===== config.mk =====
export PLATFORM = sky130hd
export DESIGN_NAME = lesf_scan_ctrl
export DESIGN_NICKNAME = d
export VERILOG_FILES = /design/src/rtl/core/largest_empty_square_finder_top_defines.svh /design/src/rtl/core/lesf_pkg.sv /design/src/rtl/core/lesf_scan_ctrl.sv
export SDC_FILE = /design/constraint.sdc
export NUM_CORES = 1
export LEC_CHECK = 0
export BUFFER_PORTS_ARGS = -buffer_cell sky130_fd_sc_hd__buf_4
export CORE_ASPECT_RATIO = 1.25
export CORE_MARGIN = 10
export CORE_UTILIZATION = 30
export DETAILED_ROUTE_END_ITERATION = 16
export PLACE_DENSITY = 0.51
export RECOVER_POWER = 50
export SKIP_LAST_GASP = 1
export SYNTH_ARGS = -nofsm -noshare
export SYNTH_HDL_FRONTEND = slang
export SYNTH_SLANG_ARGS = --single-unit

===== constraint.sdc =====
create_clock -name clk_i -period 2.44 [get_ports clk_i]
set_input_delay 0.244 -clock clk_i [delete_from_list [all_inputs] [get_ports clk_i]]
set_output_delay 0.244 -clock clk_i [all_outputs]
set_load 0.01 [all_outputs]

===== src/rtl/core/largest_empty_square_finder_top_defines.svh =====
// Assertion macros shared by the largest empty square finder RTL.
`ifndef LARGEST_EMPTY_SQUARE_FINDER_TOP_DEFINES_SVH
`define LARGEST_EMPTY_SQUARE_FINDER_TOP_DEFINES_SVH

// Same-cycle implication, checked at every rising edge outside reset.
`define LESF_ASSERT_IMPL(label, clk, rstn, ante, cons, msg) \
  label: assert property (@(posedge clk) disable iff (!rstn) (ante) |-> (cons)) \
    else $error(msg);

// Next-cycle implication, checked at every rising edge outside reset.
`define LESF_ASSERT_NEXT(label, clk, rstn, ante, cons, msg) \
  label: assert property (@(posedge clk) disable iff (!rstn) (ante) |=> (cons)) \
    else $error(msg);

`endif


===== src/rtl/core/lesf_pkg.sv =====
// Package: widths, register indexes and shared types of the square finder.
package lesf_pkg;

  localparam int MaxColumns = 1024;
  localparam int MaxRows    = 1024;
  localparam int ValueW     = 11;
  localparam int CoordW     = 10;
  localparam int ColAddrW   = $clog2(MaxColumns);
  localparam int CfgIdxW    = 1;

  localparam logic [CfgIdxW-1:0] CfgRowCount    = 1'b0;
  localparam logic [CfgIdxW-1:0] CfgColumnCount = 1'b1;

  localparam logic [ValueW-1:0] ValueMax = {ValueW{1'b1}};

  // Position of one cell within the map, decided when the cell is accepted.
  typedef struct packed {
    logic [CoordW-1:0] row;
    logic [CoordW-1:0] col;
    logic              first_row;
    logic              first_col;
    logic              map_end;
  } scan_t;

  // Status of the compute stage, seen by the top level.
  typedef struct packed {
    logic s1_valid;
    logic go;
    logic map_end;
  } stage_t;

  // Zero reads as one, anything above the limit saturates to it.
  function automatic logic [ValueW-1:0] eff_count(input logic [ValueW-1:0] cnt,
                                                  input logic [ValueW-1:0] limit);
    logic [ValueW-1:0] res;
    if (cnt == '0) begin
      res = ValueW'(1);
    end else if (cnt > limit) begin
      res = limit;
    end else begin
      res = cnt;
    end
    return res;
  endfunction

endpackage


===== src/rtl/core/lesf_scan_ctrl.sv =====
// Scan control: size registers and the row/column position of the next cell.
module lesf_scan_ctrl (
  input  logic                         clk_i,
  input  logic                         rst_ni,
  input  logic                         cfg_we_i,
  input  logic [lesf_pkg::CfgIdxW-1:0] cfg_idx_i,
  input  logic [lesf_pkg::ValueW-1:0]  cfg_wdata_i,
  input  logic                         accept_i,
  output lesf_pkg::scan_t              scan_o
);

  logic [lesf_pkg::ValueW-1:0] row_count_q;
  logic [lesf_pkg::ValueW-1:0] col_count_q;
  logic [lesf_pkg::CoordW-1:0] row_q, row_d;
  logic [lesf_pkg::CoordW-1:0] col_q, col_d;
  logic [lesf_pkg::ValueW-1:0] rows_eff;
  logic [lesf_pkg::ValueW-1:0] cols_eff;
  logic                        col_last;
  logic                        row_last;

  always_ff @(posedge clk_i or negedge rst_ni) begin
    if (!rst_ni) begin
      row_count_q <= lesf_pkg::ValueW'(1);
      col_count_q <= lesf_pkg::ValueW'(1);
    end else if (cfg_we_i) begin
      if (cfg_idx_i == lesf_pkg::CfgRowCount) begin
        row_count_q <= cfg_wdata_i;
      end
      if (cfg_idx_i == lesf_pkg::CfgColumnCount) begin
        col_count_q <= cfg_wdata_i;
      end
    end
  end

  always_comb begin
    rows_eff = lesf_pkg::eff_count(row_count_q, lesf_pkg::ValueW'(lesf_pkg::MaxRows));
    cols_eff = lesf_pkg::eff_count(col_count_q, lesf_pkg::ValueW'(lesf_pkg::MaxColumns));
    col_last = ({1'b0, col_q} + lesf_pkg::ValueW'(1)) >= cols_eff;
    row_last = ({1'b0, row_q} + lesf_pkg::ValueW'(1)) >= rows_eff;

    scan_o.row       = row_q;
    scan_o.col       = col_q;
    scan_o.first_row = (row_q == '0);
    scan_o.first_col = (col_q == '0);
    scan_o.map_end   = col_last && row_last;

    row_d = row_q;
    col_d = col_q;
    if (col_last) begin
      col_d = '0;
      row_d = row_last ? '0 : row_q + lesf_pkg::CoordW'(1);
    end else begin
      col_d = col_q + lesf_pkg::CoordW'(1);
    end
  end

  always_ff @(posedge clk_i or negedge rst_ni) begin
    if (!rst_ni) begin
      row_q <= '0;
      col_q <= '0;
    end else if (accept_i) begin
      row_q <= row_d;
      col_q <= col_d;
    end
  end

endmodule


==> impl_summary.log <==
[metrics] fin cells: 522
[metrics] cell chosen for the clock root: sky130_fd_sc_hd__clkbuf_8
[metrics] starting DRC count in detailed routing: 88
[metrics] count of state elements after synthesis: 42
[metrics] Max Cap Viol: 0
[metrics] run status: complete, but fails checks
[metrics] Die Footprint: 13100 µm²
[metrics] total clock buffers created by CTS: 5
[metrics] P&R area growth vs syn: 50.6%
[metrics] Remaining DRCs: 0
[metrics] minimum setup slack in the final design: -425 ps
[metrics] maximum fanout count along the critical path: 4
[metrics] level count of the clock H-tree: 2
[metrics] Crit. End Element: output port
[metrics] detail-routed net length per standard cell: 14.1 µm
[metrics] IO Pins: 39
[metrics] number of core rows: 38
[metrics] total core area: around 8700 µm²
[metrics] via count of the first global-routing pass: ~2600
[metrics] final antenna-violating net count: 0
[metrics] synthesized area: ~2700 µm²
[metrics] final weighted congestion of routability-driven global placement: approximately 0.8
[metrics] # nets final: ~440
[metrics] synthesis warning total: 0
[metrics] final cycle utilization of the critical path: 117%
[metrics] number of nets in the synthesized netlist: 315
[metrics] Hold Vio Cnt, Final: 0
[metrics] data arrival time of the critical path: approximately 2600 ps
[metrics] Power per Cell Area: 979 nW/µm²
[metrics] total detailed-routing wirelength: 7380 µm
[metrics] total track usage: 11.5%
[metrics] measured slew at the worst slew-check pin: between 1000 and 1500 ps
[metrics] initial standard-cell utilization of the core: 30.8%
[metrics] worst min-delay path category: in2reg
[metrics] IR Drop Worst-Case VDD: 0.295 mV
[metrics] detail-routed via count per cell: ~4.6
[metrics] number of vias after detailed routing: 2425
[metrics] failing checks: setup timing
[metrics] cells on worst reg2reg path: 13
[metrics] TritonRoute pass-1 iters: 4
[metrics] largest cells by area after synthesis: sky130_fd_sc_hd__dfrtp_1 (37%), sky130_fd_sc_hd__ha_1 (12%), sky130_fd_sc_hd__mux2_2 (8.8%)
[metrics] clock period minus final worst setup slack: around 2900 ps
[metrics] TritonCTS clock tree: built
[metrics] Netlist cell types: 43
[metrics] post-synthesis cell type with the largest combined area: sky130_fd_sc_hd__dfrtp_1
[metrics] antenna violations before repair: 0
[metrics] required arrival time at the worst endpoint: 2200 ps
[metrics] Final Skew: 12.3 ps
[metrics] P_leak: 1.93 nW
[metrics] die span in y: 126 µm
[metrics] PnR Total Power: 3.95 mW
[metrics] ratio of cells with drive above 1 in the final layout: between 40% and 50%
[metrics] number of filler cells placed in the layout: ~870
[metrics] EDFF count, synth: 0
[metrics] most used cells in the layout excluding fill and tap cells: sky130_fd_sc_hd__buf_4 (112), sky130_fd_sc_hd__dfrtp_1 (36), sky130_fd_sc_hd__nand2_1 (34), sky130_fd_sc_hd__ha_1 (24), sky130_fd_sc_hd__mux2_2 (21)
[metrics] half-perimeter wire length after placement: 5650 µm
[metrics] sort of element at the start of the critical path: register
[metrics] Yosys top cell area share: 37.4%
[metrics] final max-slew violation count: 0
[metrics] most frequently used flop master after synthesis: sky130_fd_sc_hd__dfrtp_1
[metrics] final core area utilization: 46.3%
[metrics] clock latency reported for the late side of the worst-skew pair: 310 ps
[metrics] Worst slew margin: about a quarter
[metrics] timing-limited maximum frequency: 349 MHz
[metrics] instance count of the mapped netlist: 273
[metrics] sequential fraction of the synthesis area: approximately two fifths
[metrics] Inserted Diodes: 0
[metrics] share of synthesized flip-flops with an asynchronous set or reset: 100%
[metrics] hold path cells: 3
[metrics] overall die width: approximately 100 µm
[metrics] final global-route overflow total: 0
[metrics] placed insts: between 400 and 500
[metrics] clock-pin slew on the worst setup and hold paths: 90 ps
[metrics] count of buffers inserted at the top-level ports: 38
[metrics] average size of a mapped cell: 9.81 µm²
[metrics] pin count of the biggest net entering global routing: 43
[metrics] wire length of the first global-routing pass: ~12000 µm
[metrics] maximum clock insertion buffer count: 2
[metrics] sink count of the clock tree: 42
[metrics] category of the most critical setup path: reg2out
[metrics] final number of setup-violating endpoints: 21
[metrics] most frequent standard cell in the layout excluding fill and tap cells: sky130_fd_sc_hd__buf_4
[metrics] setup repair after global routing missed its margin: true
==> worst max-delay path, cell delays in order, from the launching register on <==
cell                       delay [ps]
sky130_fd_sc_hd__dfrtp_1          420
sky130_fd_sc_hd__ha_2             200
sky130_fd_sc_hd__nand4_1          160
sky130_fd_sc_hd__nor2_1           170
sky130_fd_sc_hd__xor2_1           260
sky130_fd_sc_hd__ha_1             310
sky130_fd_sc_hd__a21oi_2          130
sky130_fd_sc_hd__a21oi_1           70
sky130_fd_sc_hd__or3_4            390
sky130_fd_sc_hd__clkinv_4          60
sky130_fd_sc_hd__nor2_4            30
sky130_fd_sc_hd__buf_6            110
==> what timing repair did <==
action                                 in CTS  in global routing
setup buffers                              20                  4
hold buffers                                1                  0
gates cloned                                1                  0
endpoints found under the hold margin      40                  0
gates resized for setup                    22                  8
setup endpoints to repair                  21                 21
pin swaps                                  31                 10
==> Yosys cell counts, drive strengths merged, types with 3 or more instances <==
| master | number |
|---|---|
| buf | 3 |
| xor2 | 7 |
| nor2b | 7 |
| o2bb2ai | 3 |
| o21ai | 12 |
| nand4 | 3 |
| nand3 | 11 |
| nand2 | 36 |
| nor2 | 15 |
| xnor2 | 7 |
| a31o | 9 |
| ha | 26 |
| nor4 | 10 |
| o21bai | 3 |
| nand2b | 8 |
| clkbuf | 7 |
| mux2 | 21 |
| inv | 13 |
| and3 | 5 |
| dfrtp | 40 |
| a21oi | 5 |
==> report_power, final <==
part / switching (mW) / internal [mW] / leakage, nW
Clock: 0.272 / 0.228 / 0.0472
Combinational: 1.07 / 1.34 / 1.37
Sequential: 0.163 / 0.874 / 0.511
Total: 1.50 / 2.44 / 1.93
==> layout make-up <==
class                   count  area (µm²)  share of cell area [%]
multi-input cells         206        1680                    41.7
flip-flops and latches     42        1060                    26.3
repair buffers            131         987                    24.5
well taps                 120         150                    3.72
clock buffers               6        82.6                    2.05
inverters                  15        61.3                    1.52
clock inverters             2        12.5                   0.310
==> worst paths after layout <==
kind | from | endpoint | slack, ps
setup / recovery | row_q[1]$_DFFE_PN0P_ | scan_o[0] | -430
hold / removal | cfg_wdata_i[10] | row_count_q[10]$_DFFE_PN0P_ | 160
setup reg to reg | row_q[1]$_DFFE_PN0P_ | row_q[4]$_DFFE_PN0P_ | -400
hold reg to reg | col_count_q[10]$_DFFE_PN0P_ | col_count_q[10]$_DFFE_PN0P_ | 570
max in group asynchronous | rst_ni | col_q[6]$_DFFE_PN0P_ | 1030
min in group asynchronous | rst_ni | col_q[2]$_DFFE_PN0P_ | 670
==> state kept, by name, indices dropped and copies added, names as in the netlist <==
signal	count
row_count_q	11
row_q	10
col_q	10
col_count_q	11
==> per-stage QoR <==
step	setup TNS, ps	setup WS [ps]	cell area, µm²	hold slack [ps]
after detailed placement	-6500	-512	3640	280
after global routing	-10250	-591	4030	163
after global placement	-5820	-455	3640	284
after CTS	-7160	-508	3980	160
after floorplan	-601	-57.2	2760	-51.6
final	-7100	-425	4030	162
==> cell families (layout without fill, tap and decap cells) <==
kind of cell | after synthesis | count (layout) | synth area share [%]
mux | 22 | 22 | 9.21
buf+inv | 25 | 154 | 3.88
xor+xnor | 14 | 14 | 4.58
fa+ha+maj | 26 | 26 | 12.1
simple gates | 102 | 102 | 19.3
compound gates | 42 | 42 | 11.6
flops | 42 | 42 | 39.3
==> metal layers <==
metal / GRT usage, % / vias to the layer above / routed length [µm]
met5: 0 / - / 0
met3: 2.35 / 14 / 208
met2: 21.5 / 30 / 3950
li1: - / 1222 / -
met4: 4.43 / 0 / 157
met1: 12.2 / 1159 / 3070
No activity file was read; power rests on OpenSTA's default activity.
