### src/rtl/core/largest_empty_square_finder_top_defines.svh
// Assertion macros shared by the largest empty square finder RTL.
`ifndef LARGEST_EMPTY_SQUARE_FINDER_TOP_DEFINES_SVH
`define LARGEST_EMPTY_SQUARE_FINDER_TOP_DEFINES_SVH

// Same-cycle implication, checked at every rising edge outside reset.
`define LESF_ASSERT_IMPL(label, clk, rstn, ante, cons, msg) \
  label: assert property (@(posedge clk) disable iff (!rstn) (ante) |-> (cons)) \
    else $error(msg);

// Next-cycle implication, checked at every rising edge outside reset.
`define LESF_ASSERT_NEXT(label, clk, rstn, ante, cons, msg) \
  label: assert property (@(posedge clk) disable iff (!rstn) (ante) |=> (cons)) \
    else $error(msg);

`endif

### src/rtl/core/lesf_pkg.sv
// Package: widths, register indexes and shared types of the square finder.
package lesf_pkg;

  localparam int MaxColumns = 1024;
  localparam int MaxRows    = 1024;
  localparam int ValueW     = 11;
  localparam int CoordW     = 10;
  localparam int ColAddrW   = $clog2(MaxColumns);
  localparam int CfgIdxW    = 1;

  localparam logic [CfgIdxW-1:0] CfgRowCount    = 1'b0;
  localparam logic [CfgIdxW-1:0] CfgColumnCount = 1'b1;

  localparam logic [ValueW-1:0] ValueMax = {ValueW{1'b1}};

  // Position of one cell within the map, decided when the cell is accepted.
  typedef struct packed {
    logic [CoordW-1:0] row;
    logic [CoordW-1:0] col;
    logic              first_row;
    logic              first_col;
    logic              map_end;
  } scan_t;

  // Status of the compute stage, seen by the top level.
  typedef struct packed {
    logic s1_valid;
    logic go;
    logic map_end;
  } stage_t;

  // Zero reads as one, anything above the limit saturates to it.
  function automatic logic [ValueW-1:0] eff_count(input logic [ValueW-1:0] cnt,
                                                  input logic [ValueW-1:0] limit);
    logic [ValueW-1:0] res;
    if (cnt == '0) begin
      res = ValueW'(1);
    end else if (cnt > limit) begin
      res = limit;
    end else begin
      res = cnt;
    end
    return res;
  endfunction

endpackage

### src/rtl/core/lesf_if.sv


interface lesf_square_if;
  logic                        valid;
  logic                        ready;
  logic [lesf_pkg::ValueW-1:0] square_size;
  logic [lesf_pkg::CoordW-1:0] end_row;
  logic [lesf_pkg::CoordW-1:0] end_column;

  modport source (output valid, output square_size, output end_row, output end_column,
                  input ready);
  modport sink   (input valid, input square_size, input end_row, input end_column,
                  output ready);
endinterface

### src/rtl/core/lesf_cell_unit.sv
// Cell unit: square side per cell, best-square tracking and the result register.
module lesf_cell_unit (
  input  logic                           clk_i,
  input  logic                           rst_ni,
  input  logic                           load_i,
  input  lesf_pkg::scan_t                scan_i,
  input  logic                           blocked_i,
  input  logic [lesf_pkg::ValueW-1:0]    up_i,
  output lesf_pkg::stage_t               stage_o,
  output logic                           wr_en_o,
  output logic [lesf_pkg::ColAddrW-1:0]  wr_addr_o,
  output logic [lesf_pkg::ValueW-1:0]    wr_data_o,
  lesf_square_if.source                  square_o
);

  logic                        s1_valid_q;
  lesf_pkg::scan_t             s1_scan_q;
  logic                        s1_blocked_q;
  logic [lesf_pkg::ValueW-1:0] left_q;
  logic [lesf_pkg::ValueW-1:0] diag_q;
  logic [lesf_pkg::ValueW-1:0] best_size_q;
  logic [lesf_pkg::CoordW-1:0] best_row_q;
  logic [lesf_pkg::CoordW-1:0] best_col_q;
  logic                        out_valid_q;
  logic [lesf_pkg::ValueW-1:0] out_size_q;
  logic [lesf_pkg::CoordW-1:0] out_row_q;
  logic [lesf_pkg::CoordW-1:0] out_col_q;

  logic [lesf_pkg::ValueW-1:0] up;
  logic [lesf_pkg::ValueW-1:0] left;
  logic [lesf_pkg::ValueW-1:0] diag;
  logic [lesf_pkg::ValueW-1:0] min_lu;
  logic [lesf_pkg::ValueW-1:0] min_all;
  logic [lesf_pkg::ValueW-1:0] value;
  logic                        better;
  logic                        go;

  always_comb begin
    // Neighbors outside the map count as zero.
    up      = s1_scan_q.first_row ? '0 : up_i;
    left    = s1_scan_q.first_col ? '0 : left_q;
    diag    = (s1_scan_q.first_col || s1_scan_q.first_row) ? '0 : diag_q;
    min_lu  = (left < up) ? left : up;
    min_all = (min_lu < diag) ? min_lu : diag;
    if (s1_blocked_q) begin
      value = '0;
    end else if (min_all == lesf_pkg::ValueMax) begin
      value = lesf_pkg::ValueMax;
    end else begin
      value = min_all + lesf_pkg::ValueW'(1);
    end
    better = value > best_size_q;
    // Hold the last cell of a map until the result slot is free.
    go = s1_valid_q && (!s1_scan_q.map_end || !out_valid_q || square_o.ready);
  end

  always_ff @(posedge clk_i) begin
    if (load_i) begin
      s1_scan_q    <= scan_i;
      s1_blocked_q <= blocked_i;
    end
    if (go && s1_scan_q.map_end) begin
      out_size_q <= better ? value : best_size_q;
      out_row_q  <= better ? s1_scan_q.row : best_row_q;
      out_col_q  <= better ? s1_scan_q.col : best_col_q;
    end
  end

  always_ff @(posedge clk_i or negedge rst_ni) begin
    if (!rst_ni) begin
      s1_valid_q  <= 1'b0;
      left_q      <= '0;
      diag_q      <= '0;
      best_size_q <= '0;
      best_row_q  <= '0;
      best_col_q  <= '0;
      out_valid_q <= 1'b0;
    end else begin
      if (load_i) begin
        s1_valid_q <= 1'b1;
      end else if (go) begin
        s1_valid_q <= 1'b0;
      end

      if (go) begin
        left_q <= value;
        diag_q <= up;
        if (s1_scan_q.map_end) begin
          best_size_q <= '0;
          best_row_q  <= '0;
          best_col_q  <= '0;
        end else if (better) begin
          best_size_q <= value;
          best_row_q  <= s1_scan_q.row;
          best_col_q  <= s1_scan_q.col;
        end
      end

      if (go && s1_scan_q.map_end) begin
        out_valid_q <= 1'b1;
      end else if (square_o.ready) begin
        out_valid_q <= 1'b0;
      end
    end
  end

  assign wr_en_o   = go;
  assign wr_addr_o = s1_scan_q.col[lesf_pkg::ColAddrW-1:0];
  assign wr_data_o = value;

  assign stage_o.s1_valid = s1_valid_q;
  assign stage_o.go       = go;
  assign stage_o.map_end  = s1_scan_q.map_end;

  assign square_o.valid       = out_valid_q;
  assign square_o.square_size = out_size_q;
  assign square_o.end_row     = out_row_q;
  assign square_o.end_column  = out_col_q;

endmodule
### src/flat_wrapper.sv
// flat-port wrapper written by rule: the top's interface ports become plain ports
module lesf_cell_unit_flat 
  (clk_i, rst_ni, load_i, scan_i, blocked_i, up_i, stage_o, wr_en_o, wr_addr_o, wr_data_o, square_o_valid, square_o_square_size, square_o_end_row, square_o_end_column, square_o_ready);
  lesf_square_if square_o_i ();
  input  logic clk_i;
  input  logic rst_ni;
  input  logic load_i;
  input  lesf_pkg::scan_t scan_i;
  input  logic blocked_i;
  input  logic [lesf_pkg::ValueW-1:0] up_i;
  output lesf_pkg::stage_t stage_o;
  output logic wr_en_o;
  output logic [lesf_pkg::ColAddrW-1:0] wr_addr_o;
  output logic [lesf_pkg::ValueW-1:0] wr_data_o;
  output wire logic [$bits(square_o_i.valid)-1:0] square_o_valid;
  output wire logic [$bits(square_o_i.square_size)-1:0] square_o_square_size;
  output wire logic [$bits(square_o_i.end_row)-1:0] square_o_end_row;
  output wire logic [$bits(square_o_i.end_column)-1:0] square_o_end_column;
  input wire logic [$bits(square_o_i.ready)-1:0] square_o_ready;
  assign square_o_valid = square_o_i.valid;
  assign square_o_square_size = square_o_i.square_size;
  assign square_o_end_row = square_o_i.end_row;
  assign square_o_end_column = square_o_i.end_column;
  assign square_o_i.ready = square_o_ready;
  lesf_cell_unit u_core (.clk_i(clk_i), .rst_ni(rst_ni), .load_i(load_i), .scan_i(scan_i), .blocked_i(blocked_i), .up_i(up_i), .stage_o(stage_o), .wr_en_o(wr_en_o), .wr_addr_o(wr_addr_o), .wr_data_o(wr_data_o), .square_o(square_o_i));
endmodule
### config.mk
export PLATFORM = sky130hd
export DESIGN_NAME = lesf_cell_unit_flat
export DESIGN_NICKNAME = d
export VERILOG_FILES = /design/src/rtl/core/largest_empty_square_finder_top_defines.svh /design/src/rtl/core/lesf_pkg.sv /design/src/rtl/core/lesf_if.sv /design/src/rtl/core/lesf_cell_unit.sv /design/src/flat_wrapper.sv
export SDC_FILE = /design/constraint.sdc
export NUM_CORES = 1
export LEC_CHECK = 0
export ABC_AREA = 1
export BUFFER_PORTS_ARGS = -buffer_cell sky130_fd_sc_hd__buf_2
export CORE_MARGIN = 2
export CORE_UTILIZATION = 60
export DETAILED_ROUTE_END_ITERATION = 10
export PLACE_DENSITY = 0.84
export SETUP_SLACK_MARGIN = 0.3
export SLEW_MARGIN = 0
export SYNTH_ARGS = -nofsm -noshare
export SYNTH_HDL_FRONTEND = slang
export SYNTH_SLANG_ARGS = --single-unit
### constraint.sdc
create_clock -name clk_i -period 10.8 [get_ports clk_i]
set_input_delay 1.62 -clock clk_i [delete_from_list [all_inputs] [get_ports clk_i]]
set_output_delay 1.62 -clock clk_i [all_outputs]
set_load 0.02 [all_outputs]
==> results.sh, run 1 <==
export IMPL_final_setup_viol_count=0
export IMPL_diodes=0
export IMPL_final_max_slew_violation_count=0
export IMPL_dpl_hpwl_um=9210
export IMPL_synth_cell_types=35
export IMPL_place_inst=857
export IMPL_max_cap_violations=0
export IMPL_layout_worst_path_cycle_share=0.734
export IMPL_yosysWarnings=0
export IMPL_path_delay_family="simple AND/OR/NAND/NOR gates"
export IMPL_avgSynthCellArea_um2=8.79
export IMPL_layout_cells_non_filler=873
export IMPL_cts_buffers=9
export IMPL_grt_overflow=0
export IMPL_setup_tns_ps=0
export IMPL_fill_cells=738
export IMPL_fp_dieW_um=103
export IMPL_dieArea_um2=10500
export IMPL_finalHoldViolCount=0
export IMPL_netlist_instances=662
export IMPL_drc_errors=0
export IMPL_grt_pass1_wl_um=20900
export IMPL_grt_max_degree=56
export IMPL_drt_iter0_markers=342
export IMPL_min_path_type="reg2reg"
export IMPL_first_pass_iters=5
export IMPL_worstPathCellList="buf_2, nand2_1, ha_1, a21oi_1, nor2_1, nor3_1, nand2_1, inv_2, nand2_2, inv_2, o21ai_0, ha_1, a21oi_1, a31oi_1, a2111oi_2, nand2_4, o21ai_2, nand2_1, nor2_4, nand3_2, nand3_1, nand2_1, inv_1, buf_2"
export IMPL_multiInputGateArea_um2=2190
export IMPL_cpMostUsedCell="nand2_1"
export IMPL_area_delta_synth_final_pct=11.2
export IMPL_nets=809
export IMPL_wl_per_cell_um=14.5
export IMPL_initial_core_util=0.624
export IMPL_cp_num_buf_inv=5
export IMPL_cpMaxStageDelayCell="a2111oi_2"
export IMPL_fp_dieH_um=103
export IMPL_fin_crit_ps=7930
export IMPL_seqCellArea_um2=3030
export IMPL_powerDensity_nw_per_um2=298
export IMPL_core_area_um2=9330
export IMPL_crit_required_ps=9180
export IMPL_wl_um=12600
export IMPL_syn_area_um2=5820
export IMPL_fmax_mhz=126
export IMPL_cts_root_buffer="clkbuf_8"
export IMPL_synth_yosys_seq_area_share=0.520
export IMPL_cts_tree="done"
export IMPL_worst_pin_slew_ps=1030
export IMPL_layout_common_cells="nand2_1, inv_1, buf_2"
export IMPL_antenna_found_initial=0
export IMPL_status="completed"
export IMPL_ctsHoldBuffers=0
export IMPL_worstPathArrival_ps=6310
export IMPL_slew_headroom=0.314
export IMPL_vias=4685
export IMPL_drive_above_1_share=0.190
export IMPL_clk_pin_slew_worst_paths_ps=90
export IMPL_row_count=35
export IMPL_cts_sink_count=110
export IMPL_crit_type="in2out"
export IMPL_cts_resized=0
export IMPL_grtUsageTotal=0.260
export IMPL_clk_latency_ps=390
export IMPL_portBuffers=95
export IMPL_end_kind="output port"
export IMPL_grt_pass1_vias=4648
export IMPL_mostFrequentLayoutCell="nand2_1"
export IMPL_rsz0062_at_grt="no"
export IMPL_post_cts_buffers=0
export IMPL_synth_seq_cells=110
export IMPL_worst_setup_path_start_kind="input port"
export IMPL_p_leak_nw=3.25
export IMPL_fin_worst_skew_ps=14.4
export IMPL_ctsHtreeMaxLevel=3
export IMPL_vias_per_cell=5.37
export IMPL_gp_congestion=0.855
export IMPL_slowest_delay_ps=810
export IMPL_cts_max_path_buffers=2
export IMPL_io_pins=96
export IMPL_detail_route_antenna_nets=0
export IMPL_cp_max_fo=18
export IMPL_synth_nets=732
export IMPL_vdd_drop_max_mv=0.237
## registers in the layout, summed over array words and instances (netlist names)
signal and flops:
u_core.s1_valid_q 1, u_core.s1_scan_q 12, u_core.wr_addr_o 10, u_core.stage_o 1, u_core.square_o.end_column 10, u_core.square_o.square_size 11
u_core.left_q 11, u_core.square_o.valid 1, u_core.best_col_q 10, u_core.best_row_q 10, u_core.best_size_q 11, u_core.diag_q 11
u_core.s1_blocked_q 1, u_core.square_o.end_row 10
## where the power goes
part           internal [mW]  switching [mW]  total [mW]
Clock                 0.0866           0.144       0.231
Sequential             0.628          0.0423       0.671
Combinational          0.325           0.703        1.03
## synth_stat cells
library cell  count  area [µm²]
o21ai_1          11        55.1
o22ai_1          20         125
nand3_2           3        30.0
nor2_2            3        18.8
buf_4            13        97.6
nand2_4           2        22.5
buf_2             2        10.0
o21ai_2           4        35.0
a21boi_1          6        45.0
clkinv_1          2        7.51
nor3_1            1        5.00
edfxtp_1         55        1650
nand2_1         167         627
inv_2             2        7.51
a21boi_0          1        7.51
nor2_4            2        22.5
nand3b_1          1        7.51
a31oi_1           1        6.26
o21ai_0          55         275
a21o_1            3        22.5
buf_6             3        33.8
clkbuf_1         16        60.1
a2111oi_2         1        15.0
nand4_1           4        25.0
nand3_1          35         175
nor4_1            1        6.26
nand2_2          11        68.8
dfrtp_1          55        1380
nor2_1           29         109
xnor2_1           1        8.76
o31ai_1           1        7.51
inv_1           107         402
ha_1             31         388
a21oi_1          12        60.1
o21a_1            1        7.51
## area by class of cell
cell class              count  share of cell area
repair buffers            100              0.0792
well taps                 129              0.0249
multi-input cells         407               0.338
clock buffers              12              0.0209
inverters                 111              0.0643
clock inverters             4             0.00502
flip-flops and latches    110               0.468
## logic make-up (layout without fill, tap and decap cells)
family,count (synthesis),after routing,synth area share
AND/OR/NAND/NOR,259,259,0.192
buffers and inverters,145,227,0.106
AO/OA/AOI/OAI,116,116,0.114
flip-flops,110,110,0.520
adder cells (fa/ha/maj),31,31,0.0666
XOR/XNOR,1,1,0.00150
## routing by layer
layer,GRT usage,routed length [µm],share of wire
met1,0.343,5470,0.43
met4,0.0974,272,0.022
met2,0.420,6000,0.47
met3,0.0644,888,0.070
met5,0,0,0
## path summary, 6_finish.rpt
path / slack (ps) / endpoint / startpoint / depth (start not counted)
min: 500 / u_core.best_size_q[7] / u_core.best_size_q[7] / 2
max: 2870 / wr_data_o[6] / up_i[8] / 24
max reg2reg: 3430 / u_core.square_o.end_column[4] / u_core.s1_scan_q[1] / 38
max in group asynchronous: 8930 / u_core.best_size_q[6] / rst_ni / 2
min reg2reg: 500 / u_core.best_size_q[7] / u_core.best_size_q[7] / 2
min in group asynchronous: 1350 / u_core.left_q[10] / rst_ni / 2
## worst min-delay path, stage by stage (launching register included)
cell     delay (ps)
dfrtp_1         360
nand2_1          60
nand2_1          50
## stage by stage
step | utilization | setup WS [ps] | instance area (µm²) | total power, mW | hold WS [ps]
final | 0.694 | 2870 | 6480 | 1.93 | 495
after global routing | 0.694 | 2240 | 6480 | 2.10 | 529
after CTS | 0.694 | 2950 | 6480 | 1.93 | 500
after detailed placement | 0.676 | 2640 | 6310 | 1.70 | 477
after global placement | 0.676 | 2890 | 6310 | 1.65 | 469
after floorplan | - | 3450 | 5820 | 1.46 | 449
No activity file was read; power rests on OpenSTA's default activity.
==> inputs of run 2 (changes only) <==
CORE_UTILIZATION = 57   (was 60)
PLACE_DENSITY = 0.81   (was 0.84)
clock period = 7.3 ns   (was 10.8 ns; I/O delays follow)
==> run 2 against run 1 <==
Effect of this change: die area grew 5.1%; routed wire length increased by 10%; hold slack about the same; cell count grew 1.8%; critical path depth up 17; via count rose by 2.6%; power is 67% higher; sequential power up 48%; design area is 3.4% higher; worst setup slack lost 2000 ps; first-iteration DRC count decreased by 4.4%; global-route usage shrank 0.80 points; critical path type is now reg2reg; critical endpoint is now u_core.square_o.end_column[1]; largest power group unchanged; highest routed layer unchanged.
==> results.sh, run 2 (synthesis results as in run 1) <==
export IMPL_detail_route_antenna_nets=0
export IMPL_cp_num_buf_inv=8
export IMPL_fp_dieW_um=105
export IMPL_area_delta_synth_final_pct=15.0
export IMPL_core_area_um2=9860
export IMPL_hold_ws_ps=496
export IMPL_dpl_hpwl_um=9780
export IMPL_vias_per_cell=5.41
export IMPL_slowest_delay_ps=500
export IMPL_initial_core_util=0.590
export IMPL_grt_overflow=0
export IMPL_cts_root_buffer="clkbuf_8"
export IMPL_gp_congestion=0.959
export IMPL_clk_latency_ps=380
export IMPL_fmax_mhz=155
export IMPL_mostFrequentLayoutCell="nand2_1"
export IMPL_grt_max_degree=56
export IMPL_portBuffers=95
export IMPL_grtUsageTotal=0.252
export IMPL_fin_worst_skew_ps=14.1
export IMPL_worstPathArrival_ps=6580
export IMPL_io_pins=96
export IMPL_cts_max_path_buffers=2
export IMPL_final_max_slew_violation_count=0
export IMPL_grt_pass1_vias=4687
export IMPL_vias=4809
export IMPL_final_setup_viol_count=0
export IMPL_slew_headroom=0.311
export IMPL_layout_common_cells="nand2_1, inv_1, buf_2, dfrtp_1, edfxtp_1"
export IMPL_cpMaxStageDelayCell="edfxtp_1"
export IMPL_powerDensity_nw_per_um2=482
export IMPL_fp_dieH_um=105
export IMPL_finalHoldViolCount=0
export IMPL_setup_tns_ps=0
export IMPL_regMostFlops="u_core.s1_scan_q"
export IMPL_p_leak_nw=3.33
export IMPL_fin_crit_ps=6440
export IMPL_rsz0062_at_grt="yes"
export IMPL_drt_iter0_markers=327
export IMPL_grt_pass1_wl_um=22200
export IMPL_ctsHtreeMaxLevel=3
export IMPL_status="completed"
export IMPL_drive_above_1_share=0.221
export IMPL_wl_um=14000
export IMPL_cts_buffers=9
export IMPL_worst_pin_slew_ps=1030
export IMPL_cp_max_fo=25
export IMPL_dieArea_um2=11000
export IMPL_fin_util=0.679
export IMPL_vdd_drop_max_mv=0.433
export IMPL_ctsHoldBuffers=0
export IMPL_nets=821
export IMPL_cts_sink_count=110
export IMPL_power_mw=3.23
export IMPL_crit_type="reg2reg"
export IMPL_crit_required_ps=7440
export IMPL_min_path_type="reg2reg"
export IMPL_row_count=36
export IMPL_drc_errors=0
export IMPL_end_kind="register"
export IMPL_cpMostUsedCell="nand2_1"
export IMPL_first_pass_iters=5
export IMPL_antenna_found_initial=0
export IMPL_worst_setup_path_start_kind="register"
export IMPL_clk_pin_slew_worst_paths_ps=110
export IMPL_layout_worst_path_cycle_share=0.882
export IMPL_path_delay_family="simple AND/OR/NAND/NOR gates"
export IMPL_max_cap_violations=0
export IMPL_wl_per_cell_um=15.7
export IMPL_diodes=0
export IMPL_cts_tree="done"
export IMPL_largest_reg_flops=12
[run 2: cell types whose count changed in the layout (fill, tap and decap cells not counted), moves of 2 or more]
cell | before | now
o21ai_2 | 4 | 10
clkbuf_1 | 3 | 0
clkinvlp_4 | 0 | 4
buf_4 | 5 | 14
o21ai_1 | 11 | 27
o21ai_0 | 55 | 33
buf_12 | 0 | 2
clkinv_1 | 3 | 1
[run 2: routing by layer]
metal,routed length [µm],global-route usage,vias to the layer above
met5,0,0,-
met1,5960,0.339,2244
met4,201,0.0619,0
li1,-,-,2330
met2,6710,0.415,216
met3,1080,0.0574,19
[run 2: final timing paths]
path / start / to / slack (ps) / cells after the start
max: u_core.s1_scan_q[2] / u_core.square_o.end_column[1] / 860 / 41
min: u_core.best_size_q[7] / u_core.best_size_q[7] / 500 / 2
max reg2reg: u_core.s1_scan_q[2] / u_core.square_o.end_column[1] / 860 / 41
min reg2reg: u_core.best_size_q[7] / u_core.best_size_q[7] / 500 / 2
max in group asynchronous: rst_ni / u_core.best_row_q[4] / 5960 / 2
min in group asynchronous: rst_ni / u_core.diag_q[10] / 840 / 2
[run 2: layout make-up]
cell class	instances	area (µm²)
tap	133	166
multi-input combinational	407	2230
timing repair buffer	112	646
clock inverter	6	62.6
inverter	111	429
sequential	110	3030
fill	772	3170
clock buffer	10	138
[run 2: report_power, final]
part | internal, mW | total [mW] | leakage (nW) | switching [mW]
Combinational | 0.668 | 1.87 | 1.97 | 1.20
Clock | 0.142 | 0.365 | 0.0957 | 0.223
Sequential | 0.930 | 0.995 | 1.26 | 0.0646
[run 2: timing repair]
action | CTS | global route
setup endpoints to repair | 0 | 61
buffers inserted | 0 | 9
resized for setup | 0 | 36
[run 2: through the flow]
step           setup WS (ps)  area, µm²  cells
3_5_place_dp             278       6340    863
3_3_place_gp             605       6340    863
5_1_grt                  268       6700    889
4_1_cts                  642       6540    879
6_report                 859       6700    889
2_1_floorplan            471       5820    662
[run 2: tightest hold or removal path, delay by kind of cell, from the launching register on]
kind / cells / cell delay, ps
simple gates: 2 / 100
flops: 1 / 360
